File: src/hw/rtl/bpfm_pkg.sv
// Package for the buffer pool frame manager: command and status codes,
// sequencer states and the command/status structs between controller and datapath.
// No dependencies.
package bpfm_pkg;

  localparam int FRAMES_DEF   = 16;
  localparam int PIN_BITS_DEF = 8;
  localparam int IN_TDATA_W   = 72;
  localparam int OUT_TDATA_W  = 48;

  typedef enum logic [2:0] {
    CMD_FETCH     = 3'd0,
    CMD_UNPIN     = 3'd1,
    CMD_NEW_PAGE  = 3'd2,
    CMD_FLUSH     = 3'd3,
    CMD_FLUSH_ALL = 3'd4
  } cmd_t;

  typedef enum logic [2:0] {
    STS_OK           = 3'd0,
    STS_NO_FRAME     = 3'd1,
    STS_NOT_ON_DISK  = 3'd2,
    STS_NOT_RESIDENT = 3'd3,
    STS_PIN_ZERO     = 3'd4,
    STS_PIN_SAT      = 3'd5
  } status_t;

  typedef enum logic [3:0] {
    ST_IDLE,
    ST_LOOK,
    ST_DECIDE,
    ST_TAKE,
    ST_VIC,
    ST_FA_START,
    ST_FA_CHK,
    ST_FA_EMIT
  } state_t;

  typedef enum logic [3:0] {
    ACT_NONE,
    ACT_LOAD,
    ACT_LOOK,
    ACT_ERR,
    ACT_PIN,
    ACT_UNPIN,
    ACT_FLUSH,
    ACT_ALLOC_NEW,
    ACT_ALLOC_VIC,
    ACT_FA_NONE,
    ACT_FA_SKIP,
    ACT_FA_EMIT
  } act_t;

  typedef struct packed {
    act_t    act;
    status_t st;
    logic    hit;
    logic    frm;
    logic    rd_vic;
  } ctl_t;

  typedef struct packed {
    cmd_t in_cmd;
    cmd_t cmd;
    logic look_done;
    logic found;
    logic pins_max;
    logic pins_zero;
    logic off_disk;
    logic unused_avail;
    logic lru_empty;
    logic any_dirty;
    logic cur_dirty;
    logic fa_last;
    logic out_free;
  } sts_t;

endpackage

File: src/hw/rtl/bpfm_ctrl.sv
// Sequencer of the buffer pool frame manager: steps each command through
// lookup, decision, allocation and flush phases. Depends on bpfm_pkg.
module bpfm_ctrl import bpfm_pkg::*; (
  input  logic clk,
  input  logic rst_n,
  input  logic in_tvalid,
  output logic in_tready,
  input  sts_t sts,
  output ctl_t ctl
);

  state_t state_r, state_nxt;

  always_ff @(posedge clk) begin
    if (!rst_n) begin
      state_r <= ST_IDLE;
    end else begin
      state_r <= state_nxt;
    end
  end

  always_comb begin
    state_nxt = state_r;
    unique case (state_r)
      ST_IDLE: begin
        if (in_tvalid) begin
          case (sts.in_cmd)
            CMD_FETCH, CMD_UNPIN, CMD_FLUSH: state_nxt = ST_LOOK;
            CMD_NEW_PAGE:                    state_nxt = ST_TAKE;
            CMD_FLUSH_ALL:                   state_nxt = ST_FA_START;
            default:                         state_nxt = ST_IDLE;
          endcase
        end
      end
      ST_LOOK: begin
        if (sts.look_done) state_nxt = ST_DECIDE;
      end
      ST_DECIDE: begin
        if (sts.out_free) begin
          if (sts.cmd == CMD_FETCH && !sts.found && !sts.off_disk) state_nxt = ST_TAKE;
          else state_nxt = ST_IDLE;
        end
      end
      ST_TAKE: begin
        if (sts.out_free) begin
          if (sts.unused_avail || sts.lru_empty) state_nxt = ST_IDLE;
          else state_nxt = ST_VIC;
        end
      end
      ST_VIC: begin
        if (sts.out_free) state_nxt = ST_IDLE;
      end
      ST_FA_START: begin
        if (sts.any_dirty) state_nxt = ST_FA_CHK;
        else if (sts.out_free) state_nxt = ST_IDLE;
      end
      ST_FA_CHK: begin
        if (sts.cur_dirty) state_nxt = ST_FA_EMIT;
      end
      ST_FA_EMIT: begin
        if (sts.out_free) state_nxt = sts.fa_last ? ST_IDLE : ST_FA_CHK;
      end
      default: state_nxt = ST_IDLE;
    endcase
  end

  always_comb begin
    ctl       = '{act: ACT_NONE, st: STS_OK, hit: 1'b0, frm: 1'b0, rd_vic: 1'b0};
    in_tready = 1'b0;
    unique case (state_r)
      ST_IDLE: begin
        in_tready = 1'b1;
        if (in_tvalid) ctl.act = ACT_LOAD;
      end
      ST_LOOK: ctl.act = ACT_LOOK;
      ST_DECIDE: begin
        if (sts.out_free) begin
          case (sts.cmd)
            CMD_FETCH: begin
              if (sts.found) begin
                if (sts.pins_max) begin
                  ctl.act = ACT_ERR;
                  ctl.st  = STS_PIN_SAT;
                  ctl.hit = 1'b1;
                  ctl.frm = 1'b1;
                end else begin
                  ctl.act = ACT_PIN;
                end
              end else if (sts.off_disk) begin
                ctl.act = ACT_ERR;
                ctl.st  = STS_NOT_ON_DISK;
              end
            end
            CMD_UNPIN: begin
              if (!sts.found) begin
                ctl.act = ACT_ERR;
                ctl.st  = STS_NOT_RESIDENT;
              end else if (sts.pins_zero) begin
                ctl.act = ACT_ERR;
                ctl.st  = STS_PIN_ZERO;
                ctl.frm = 1'b1;
              end else begin
                ctl.act = ACT_UNPIN;
              end
            end
            CMD_FLUSH: begin
              if (!sts.found) begin
                ctl.act = ACT_ERR;
                ctl.st  = STS_NOT_RESIDENT;
              end else begin
                ctl.act = ACT_FLUSH;
              end
            end
            default: ctl.act = ACT_NONE;
          endcase
        end
      end
      ST_TAKE: begin
        ctl.rd_vic = 1'b1;
        if (sts.out_free) begin
          if (sts.unused_avail) begin
            ctl.act = ACT_ALLOC_NEW;
          end else if (sts.lru_empty) begin
            ctl.act = ACT_ERR;
            ctl.st  = STS_NO_FRAME;
          end
        end
      end
      ST_VIC: begin
        ctl.rd_vic = 1'b1;
        if (sts.out_free) ctl.act = ACT_ALLOC_VIC;
      end
      ST_FA_START: begin
        if (!sts.any_dirty && sts.out_free) ctl.act = ACT_FA_NONE;
      end
      ST_FA_CHK: begin
        if (!sts.cur_dirty) ctl.act = ACT_FA_SKIP;
      end
      ST_FA_EMIT: begin
        if (sts.out_free) ctl.act = ACT_FA_EMIT;
      end
      default: ctl.act = ACT_NONE;
    endcase
  end

endmodule

File: src/hw/rtl/bpfm_dp.sv
// Datapath of the buffer pool frame manager: frame metadata, page id memory,
// LRU ranks, scan counter and result register. Depends on bpfm_pkg.
module bpfm_dp import bpfm_pkg::*; #(
  parameter int FRAMES   = FRAMES_DEF,
  parameter int PIN_BITS = PIN_BITS_DEF
) (
  input  logic                   clk,
  input  logic                   rst_n,
  input  logic [IN_TDATA_W-1:0]  in_tdata,
  input  logic [2:0]             in_tuser,
  input  ctl_t                   ctl,
  output sts_t                   sts,
  output logic                   out_tvalid,
  input  logic                   out_tready,
  output logic [OUT_TDATA_W-1:0] out_tdata,
  output logic                   out_tlast
);

  localparam int FW = (FRAMES > 1) ? $clog2(FRAMES) : 1;
  localparam int CW = $clog2(FRAMES + 1);

  // Latched command
  cmd_t        cmd_r;
  logic [31:0] pid_r;
  logic        dflag_r;
  logic [31:0] disk_r;

  // Frame metadata
  logic [31:0]         page_mem [FRAMES];
  logic [31:0]         rdata_r;
  logic [FRAMES-1:0]   res_r;
  logic [FRAMES-1:0]   dirty_r;
  logic [PIN_BITS-1:0] pins_r [FRAMES];
  logic [FRAMES-1:0]   in_lru_r;
  logic [CW-1:0]       rank_r [FRAMES];
  logic [CW-1:0]       lru_cnt_r;
  logic [CW-1:0]       unused_r;

  // Scan and lookup
  logic [FW-1:0] scan_r;
  logic [FW-1:0] cmp_idx_r;
  logic          cmp_vld_r;
  logic          found_r;
  logic [FW-1:0] fidx_r;

  // Result register
  logic        o_vld_r;
  logic [2:0]  o_st_r;
  logic        o_hit_r, o_load_r, o_zero_r, o_wbv_r, o_last_r;
  logic [3:0]  o_frm_r, o_wbf_r;
  logic [31:0] o_wbpid_r;

  logic [FW-1:0] vic;
  logic [FW-1:0] rd_addr;
  logic          hit_now, end_now, out_free;
  logic          more_dirty;
  logic [FRAMES-1:0] dmask;

  logic          emit;
  logic [2:0]    e_st;
  logic          e_hit, e_load, e_zero, e_wbv, e_last;
  logic [FW-1:0] e_frm, e_wbf;
  logic [31:0]   e_wbpid;
  logic          rm_en, ap_en, wr_en;
  logic [FW-1:0] rm_f, ap_f, wr_f;

  assign dmask    = res_r & dirty_r;
  assign out_free = !o_vld_r || out_tready;
  assign hit_now  = cmp_vld_r && res_r[cmp_idx_r] && (rdata_r == pid_r);
  assign end_now  = cmp_vld_r && (cmp_idx_r == FW'(FRAMES - 1));

  // The LRU head is the frame holding rank zero.
  always_comb begin
    vic = '0;
    for (int j = 0; j < FRAMES; j++) begin
      if (in_lru_r[j] && rank_r[j] == '0) vic = vic | FW'(j);
    end
  end

  always_comb begin
    more_dirty = 1'b0;
    for (int j = 0; j < FRAMES; j++) begin
      if (FW'(j) > scan_r && dmask[j]) more_dirty = 1'b1;
    end
  end

  assign rd_addr = ctl.rd_vic ? vic : scan_r;

  always_ff @(posedge clk) begin
    rdata_r <= page_mem[rd_addr];
    if (wr_en) page_mem[wr_f] <= pid_r;
  end

  always_comb begin
    sts.in_cmd       = cmd_t'(in_tuser);
    sts.cmd          = cmd_r;
    sts.look_done    = hit_now || end_now;
    sts.found        = found_r;
    sts.pins_max     = (pins_r[fidx_r] == '1);
    sts.pins_zero    = (pins_r[fidx_r] == '0);
    sts.off_disk     = (pid_r >= disk_r);
    sts.unused_avail = (unused_r < CW'(FRAMES));
    sts.lru_empty    = (lru_cnt_r == '0);
    sts.any_dirty    = |dmask;
    sts.cur_dirty    = dmask[scan_r];
    sts.fa_last      = !more_dirty;
    sts.out_free     = out_free;
  end

  always_comb begin
    emit = 1'b0;  e_st = STS_OK;  e_hit = 1'b0;  e_frm = '0;  e_load = 1'b0;
    e_zero = 1'b0;  e_wbv = 1'b0;  e_wbpid = '0;  e_wbf = '0;  e_last = 1'b1;
    rm_en = 1'b0;  rm_f = fidx_r;  ap_en = 1'b0;  ap_f = fidx_r;
    wr_en = 1'b0;  wr_f = vic;
    case (ctl.act)
      ACT_ERR: begin
        emit  = 1'b1;
        e_st  = ctl.st;
        e_hit = ctl.hit;
        e_frm = ctl.frm ? fidx_r : '0;
      end
      ACT_PIN: begin
        emit  = 1'b1;
        e_hit = 1'b1;
        e_frm = fidx_r;
        rm_en = (pins_r[fidx_r] == '0);
      end
      ACT_UNPIN: begin
        emit  = 1'b1;
        e_frm = fidx_r;
        ap_en = (pins_r[fidx_r] == PIN_BITS'(1));
      end
      ACT_FLUSH: begin
        emit    = 1'b1;
        e_frm   = fidx_r;
        e_wbv   = 1'b1;
        e_wbpid = pid_r;
        e_wbf   = fidx_r;
      end
      ACT_ALLOC_NEW: begin
        emit   = 1'b1;
        e_frm  = unused_r[FW-1:0];
        e_load = (cmd_r == CMD_FETCH);
        e_zero = (cmd_r == CMD_NEW_PAGE);
        wr_en  = 1'b1;
        wr_f   = unused_r[FW-1:0];
      end
      ACT_ALLOC_VIC: begin
        emit    = 1'b1;
        e_frm   = vic;
        e_load  = (cmd_r == CMD_FETCH);
        e_zero  = (cmd_r == CMD_NEW_PAGE);
        e_wbv   = dirty_r[vic];
        e_wbpid = dirty_r[vic] ? rdata_r : '0;
        e_wbf   = dirty_r[vic] ? vic : '0;
        rm_en   = 1'b1;
        rm_f    = vic;
        wr_en   = 1'b1;
        wr_f    = vic;
      end
      ACT_FA_NONE: emit = 1'b1;
      ACT_FA_EMIT: begin
        emit    = 1'b1;
        e_frm   = scan_r;
        e_wbv   = 1'b1;
        e_wbpid = rdata_r;
        e_wbf   = scan_r;
        e_last  = !more_dirty;
      end
      default: emit = 1'b0;
    endcase
  end

  // Command capture, lookup scan and flush-all scan
  always_ff @(posedge clk) begin
    case (ctl.act)
      ACT_LOAD: begin
        cmd_r     <= cmd_t'(in_tuser);
        pid_r     <= in_tdata[31:0];
        dflag_r   <= in_tdata[32];
        disk_r    <= in_tdata[64:33];
        scan_r    <= '0;
        cmp_vld_r <= 1'b0;
        found_r   <= 1'b0;
      end
      ACT_LOOK: begin
        if (hit_now || end_now) begin
          found_r <= hit_now;
          fidx_r  <= cmp_idx_r;
        end else begin
          cmp_vld_r <= 1'b1;
          cmp_idx_r <= scan_r;
          scan_r    <= scan_r + 1'b1;
        end
      end
      ACT_FA_SKIP, ACT_FA_EMIT: scan_r <= scan_r + 1'b1;
      default: ;
    endcase
  end

  // Frame flags, pin counts and LRU ranks
  always_ff @(posedge clk) begin
    if (!rst_n) begin
      res_r     <= '0;
      dirty_r   <= '0;
      in_lru_r  <= '0;
      lru_cnt_r <= '0;
      unused_r  <= '0;
      for (int j = 0; j < FRAMES; j++) pins_r[j] <= '0;
    end else begin
      case (ctl.act)
        ACT_PIN: pins_r[fidx_r] <= pins_r[fidx_r] + 1'b1;
        ACT_UNPIN: begin
          pins_r[fidx_r] <= pins_r[fidx_r] - 1'b1;
          if (dflag_r) dirty_r[fidx_r] <= 1'b1;
        end
        ACT_FLUSH:   dirty_r[fidx_r] <= 1'b0;
        ACT_FA_EMIT: dirty_r[scan_r] <= 1'b0;
        ACT_ALLOC_NEW, ACT_ALLOC_VIC: begin
          res_r[wr_f]   <= 1'b1;
          dirty_r[wr_f] <= 1'b0;
          pins_r[wr_f]  <= PIN_BITS'(1);
          if (ctl.act == ACT_ALLOC_NEW) unused_r <= unused_r + 1'b1;
        end
        default: ;
      endcase
      if (rm_en) begin
        for (int j = 0; j < FRAMES; j++) begin
          if (in_lru_r[j] && rank_r[j] > rank_r[rm_f]) rank_r[j] <= rank_r[j] - 1'b1;
        end
        in_lru_r[rm_f] <= 1'b0;
        lru_cnt_r      <= lru_cnt_r - 1'b1;
      end else if (ap_en) begin
        rank_r[ap_f]   <= lru_cnt_r;
        in_lru_r[ap_f] <= 1'b1;
        lru_cnt_r      <= lru_cnt_r + 1'b1;
      end
    end
  end

  // Result register
  always_ff @(posedge clk) begin
    if (!rst_n) begin
      o_vld_r <= 1'b0;
    end else if (emit) begin
      o_vld_r <= 1'b1;
    end else if (out_tready) begin
      o_vld_r <= 1'b0;
    end
  end

  always_ff @(posedge clk) begin
    if (emit) begin
      o_st_r    <= e_st;
      o_hit_r   <= e_hit;
      o_frm_r   <= 4'(e_frm);
      o_load_r  <= e_load;
      o_zero_r  <= e_zero;
      o_wbv_r   <= e_wbv;
      o_wbpid_r <= e_wbpid;
      o_wbf_r   <= 4'(e_wbf);
      o_last_r  <= e_last;
    end
  end

  assign out_tvalid = o_vld_r;
  assign out_tlast  = o_last_r;
  assign out_tdata  = {1'b0, o_wbf_r, o_wbpid_r, o_wbv_r, o_zero_r, o_load_r,
                       o_frm_r, o_hit_r, o_st_r};

endmodule

File: src/hw/rtl/buffer_pool_frame_manager_top.sv
// Buffer pool frame manager, top level. One command at a time: fetch, unpin and flush
// scan the page ids one frame per cycle; a fetch miss then takes an unused frame or a
// victim, and flush all visits each frame up to the last dirty one, with one result per
// dirty frame or a single result if none is dirty. Output stalls hold the sequencer.
// Reset (synchronous, rst_n low) clears all flags, pin counts and the LRU; page ids need
// no clearing pass.
module buffer_pool_frame_manager_top import bpfm_pkg::*; #(
  parameter int FRAMES   = FRAMES_DEF,
  parameter int PIN_BITS = PIN_BITS_DEF
) (
  input  logic                   clk,
  input  logic                   rst_n,
  input  logic                   in_tvalid,
  output logic                   in_tready,
  // page_id[31:0], dirty_flag[32], pages_on_disk[64:33], zero fill above
  input  logic [IN_TDATA_W-1:0]  in_tdata,
  // cmd[2:0]
  input  logic [2:0]             in_tuser,
  output logic                   out_tvalid,
  input  logic                   out_tready,
  // status[2:0], hit[3], frame[7:4], load_needed[8], zero_fill[9],
  // writeback_valid[10], writeback_page_id[42:11], writeback_frame[46:43]
  output logic [OUT_TDATA_W-1:0] out_tdata,
  output logic                   out_tlast
);

  // The controller sequences each transaction; the datapath holds the frame state and results.
  ctl_t ctl;
  sts_t sts;

  bpfm_ctrl u_ctrl (
    .clk       (clk),
    .rst_n     (rst_n),
    .in_tvalid (in_tvalid),
    .in_tready (in_tready),
    .sts       (sts),
    .ctl       (ctl)
  );

  bpfm_dp #(
    .FRAMES   (FRAMES),
    .PIN_BITS (PIN_BITS)
  ) u_dp (
    .clk        (clk),
    .rst_n      (rst_n),
    .in_tdata   (in_tdata),
    .in_tuser   (in_tuser),
    .ctl        (ctl),
    .sts        (sts),
    .out_tvalid (out_tvalid),
    .out_tready (out_tready),
    .out_tdata  (out_tdata),
    .out_tlast  (out_tlast)
  );

`ifndef NO_ASSERTIONS
  // A write-back always names the frame that the result reports.
  a_wb_frame: assert property (@(posedge clk) disable iff (!rst_n)
    out_tvalid && out_tdata[10] |-> out_tdata[46:43] == out_tdata[7:4])
    else $error("write-back frame differs from result frame");

  // An error result never asks for a load or a write-back.
  a_err_clean: assert property (@(posedge clk) disable iff (!rst_n)
    out_tvalid && out_tdata[2:0] != STS_OK |-> !out_tdata[10] && !out_tdata[8])
    else $error("error result carries a load or write-back");

  // A valid command keeps the sequencer busy in the following cycle.
  a_busy: assert property (@(posedge clk) disable iff (!rst_n)
    in_tvalid && in_tready && in_tuser <= CMD_FLUSH_ALL |=> !in_tready)
    else $error("sequencer idle straight after a command");
`endif

endmodule
File: config.mk
export PLATFORM = sky130hd
export DESIGN_NAME = buffer_pool_frame_manager_top
export DESIGN_NICKNAME = d
export VERILOG_FILES = /design/src/hw/rtl/bpfm_pkg.sv /design/src/hw/rtl/bpfm_ctrl.sv /design/src/hw/rtl/bpfm_dp.sv /design/src/hw/rtl/buffer_pool_frame_manager_top.sv
export SDC_FILE = /design/constraint.sdc
export NUM_CORES = 2
export LEC_CHECK = 0
export BUFFER_PORTS_ARGS = -buffer_cell sky130_fd_sc_hd__buf_2
export CAP_MARGIN = 20
export CORE_MARGIN = 3
export CORE_UTILIZATION = 65
export CTS_BUF_LIST = sky130_fd_sc_hd__clkbuf_4 sky130_fd_sc_hd__clkbuf_8
export DETAILED_ROUTE_END_ITERATION = 16
export HOLD_SLACK_MARGIN = 0.1
export PLACE_DENSITY = 0.83
export SYNTH_ARGS = -nofsm -noshare
export SYNTH_HDL_FRONTEND = slang
export SYNTH_SLANG_ARGS = --single-unit
File: constraint.sdc
create_clock -name clk -period 9.9 [get_ports clk]
set_clock_uncertainty 0.2 [all_clocks]
set_input_delay 0 -clock clk [delete_from_list [all_inputs] [get_ports clk]]
set_output_delay 0 -clock clk [all_outputs]
set_load 0.05 [all_outputs]
==> results.toml <==
[synth]
syn_inst = 2949
ys_ff_latch = 949
ys_types = 95
synth_ff_type = "edfxtp_1"
synth_warnings = 0
async_reset_ff_share_pct = 0
synth_area_per_cell_sq_um = 14.9
synth_edf_count = 850
netlist_top_cells_area = "edfxtp_1, mux4_2, dfxtp_1"
yosys.area.top_type = "edfxtp_1"
synth_most_common_cell = "edfxtp_1"
yosysSeqAreaShare_pct = 62.8
synth.cell_area_sq_mm = 0.0438
synth_top_area_share_pct = 58.3
ys_top_cells_by_count = "edfxtp_1, nor2_1, mux4_2, nand2_1, ha_1"

[clock_network]
clock_path_buffers = 3
clk_latency_ns = 0.81
post-cts-setup-buffer-count = 0
cts_sinks = 949
ctsRootBufferMaster = "clkbuf_8"
numCtsBuffers = 149
cts_tree = "built"
htreeDepth = 4
path_clk_slew_ns = 0.06

[cells_and_area]
drive_above_1_share_pct = 21.6
design_area_sq_mm = 0.0498
area_growth_pct = 13.7
nets = 3482
post-route-util_pct = 75.2

[sta]
period_needed_ns = 6.59
timing.hold.ws_ns = 0.191
rsz0062_at_grt = "no"
layout_setup_ws_ns = 3.31
worst_pin_slew_ns = 1.17
timing.final.crit_share_pct = 66.6
finalSetupViolCount = 0
clock.fmax_mhz = 152
drv_slew = 0
slew-limit-headroom_pct = 21.7
tns_ns = 0
hold_viol = 0

[global_route]
antenna_found_initial = 4
grt_max_degree = 109
grt_pass1_wl_microns = 175000
grt_use_total_pct = 33.1
grt-ovfl-total = 0
first_global_vias = 29100

[drt]
detail_route.wl_per_cell_microns = 27.3
vias_per_cell = 6.79
drt_pass1_iterations = 8
first_iter_violations = 3888
post-route-drc-count = 0
wl_microns = 116000
postRouteAntennaNets = 0
vias = 28900

[worst_setup_path]
worstPathCellList = "inv_1 -> ha_1 -> or3b_2 -> o32ai_1 -> a311o_1 -> nor2_1 -> nor2_1 -> a21o_1 -> buf_4 -> mux4_2 -> nand2_1 -> a21oi_1 -> a21oi_1 -> buf_4 -> buf_4 -> ha_1 -> nor2b_1 -> o21ai_0 -> nand2b_1 -> a21oi_1 -> nor2b_1 -> o2111ai_1 -> a21oi_1"
critPathArrivalTime_ns = 6.82
worstPathRequired_ns = 10.13
crit_type = "reg2reg"
rr_startpoint = "u_dp.rank_r[15][0]"
critPathSlowestCell = "o32ai_1"
startpoint_type = "register"
cp_max_fo = 24
cp-end-kind = "register"
cpPeakStageDelay_ns = 0.59
cp_num_buf_inv = 4
rr_worst_depth = 23
r2r_end = "u_dp.rank_r[1][4]"
cp_common_cell = "a21oi_1"
r2r_slack_ns = 3.31
cp_top_family = "compound AO/OA/AOI/OAI gates"

[place]
place_ws_ns = 3.19
io_buffers = 121
gp_congestion = 0.934
dpl_cell_area_sq_mm = 0.0453
hpwl_microns = 66800

[floorplanning]
dieHeight_microns = 266
core_area_sq_mm = 0.0662
initial_core_util_pct = 66.2
dieArea_sq_mm = 0.0706
rows = 94
die_w_microns = 266
ios = 130

[worst_hold_path]
hold_class = "in2reg"
min_from = "in_tuser[1]"
min_path_cells = 7
min_to = "u_ctrl.state_r[0]"

[power]
power_density_mw_per_mm2 = 164
p_leak_uw = 0.0177
peakVddDrop_mv = 0.130

[outcome]
status = "completed"

[flow_run]
drv_cap = 0
## registers in the layout, summed over array words and instances, names as in the netlist, 3 cells and up, named ones only
register,count
u_dp.page_mem,512
u_dp.pins_r,128
u_dp.rank_r,80
u_dp.disk_r,32
u_dp.o_wbpid_r,32
u_dp.pid_r,32
u_dp.rdata_r,32
u_dp.dirty_r,16
u_dp.in_lru_r,16
u_dp.res_r,16
u_dp.lru_cnt_r,5
u_dp.unused_r,5
u_ctrl.state_r,4
u_dp.ap_f,4
u_dp.cmp_idx_r,4
u_dp.o_frm_r,4
u_dp.o_wbf_r,4
u_dp.scan_r,4
u_dp.cmd_r,3
u_dp.o_st_r,3
## through the flow
stage,std cells,total power [uW]
6_report,4251,8190
3_5_place_dp,3828,4880
2_1_floorplan,2950,4760
3_3_place_gp,3825,4860
5_1_grt,4250,8430
4_1_cts,4243,8180
## logic make-up (layout without fill, tap and decap cells)
group,after synthesis,count (layout),share of synthesized area [%]
other,1,4,0.00856
AND/OR/NAND/NOR,767,767,9.20
buffers and inverters,242,677,2.46
XOR/XNOR,92,92,1.87
multiplexers,328,328,13.0
adder cells (fa/ha/maj),141,141,4.04
AO/OA/AOI/OAI,429,429,6.63
flip-flops,949,949,62.8
## placed cells by master, fill, tap and decap left out, drive strengths merged, types with 99 or more instances in the layout
cell type    instances
edfxtp             850
a21oi              138
nor2               179
buf                175
dfxtp               99
clkbuf             225
ha                 139
nor2b              106
nand2              157
mux4               182
dlygate4sd3        142
## final cells by class
| type | instances | area (sq um) |
|---|---|---|
| Multi-Input combinational cell | 1759 | 15400 |
| Sequential cell | 949 | 27500 |
| Clock inverter | 49 | 298 |
| Antenna cell | 2 | 5.00 |
| Fill cell | 3772 | 16400 |
| Tap cell | 864 | 1080 |
| Clock buffer | 224 | 2660 |
| Timing Repair Buffer | 318 | 2510 |
| Inverter | 86 | 324 |
## timing repair
item	in CTS	in global routing
hold buffers	142	0
setup endpoints to repair	0	0
gates resized for setup	0	0
hold endpoints to repair	224	0
## worst max-delay path by stage
stage / slack, ns / depth (start not counted) / endpoint / start
floorplan: 3.62 / 13 / u_dp.pins_r[14][0] / u_ctrl.state_r[3]
global placement: 3.39 / 17 / u_dp.lru_cnt_r[4] / register
detailed placement: 3.19 / 22 / u_dp.rank_r[1][1] / u_dp.rank_r[15][0]
CTS: 3.16 / 22 / u_dp.rank_r[1][4] / u_dp.rank_r[15][1]
global route: 3.05 / 23 / u_dp.rank_r[1][4] / u_dp.rank_r[15][1]
finish: 3.31 / 23 / u_dp.rank_r[1][4] / u_dp.rank_r[15][0]
## layer usage
metal / wire length, microns / track usage, %
met1: 42700 / 44.7
met2: 56000 / 53.1
met3: 12900 / 7.65
met4: 4450 / 13.5
met5: 13 / 0
## worst register-to-register path: cells and delay by family (launching register included)
family,cells,cell delay [ns]
AO/OA/AOI/OAI,9,2.36
buffers and inverters,4,0.99
adder cells (fa/ha/maj),2,0.36
flip-flops,1,0.43
AND/OR/NAND/NOR,7,1.29
multiplexers,1,0.60
## where the power goes
part           internal, uW  switching, uW  leakage, uW
combinational           178            209      0.00728
sequential             4400           68.6      0.00887
clock                  1780           1560      0.00157
(Power assumes the default switching activity.)
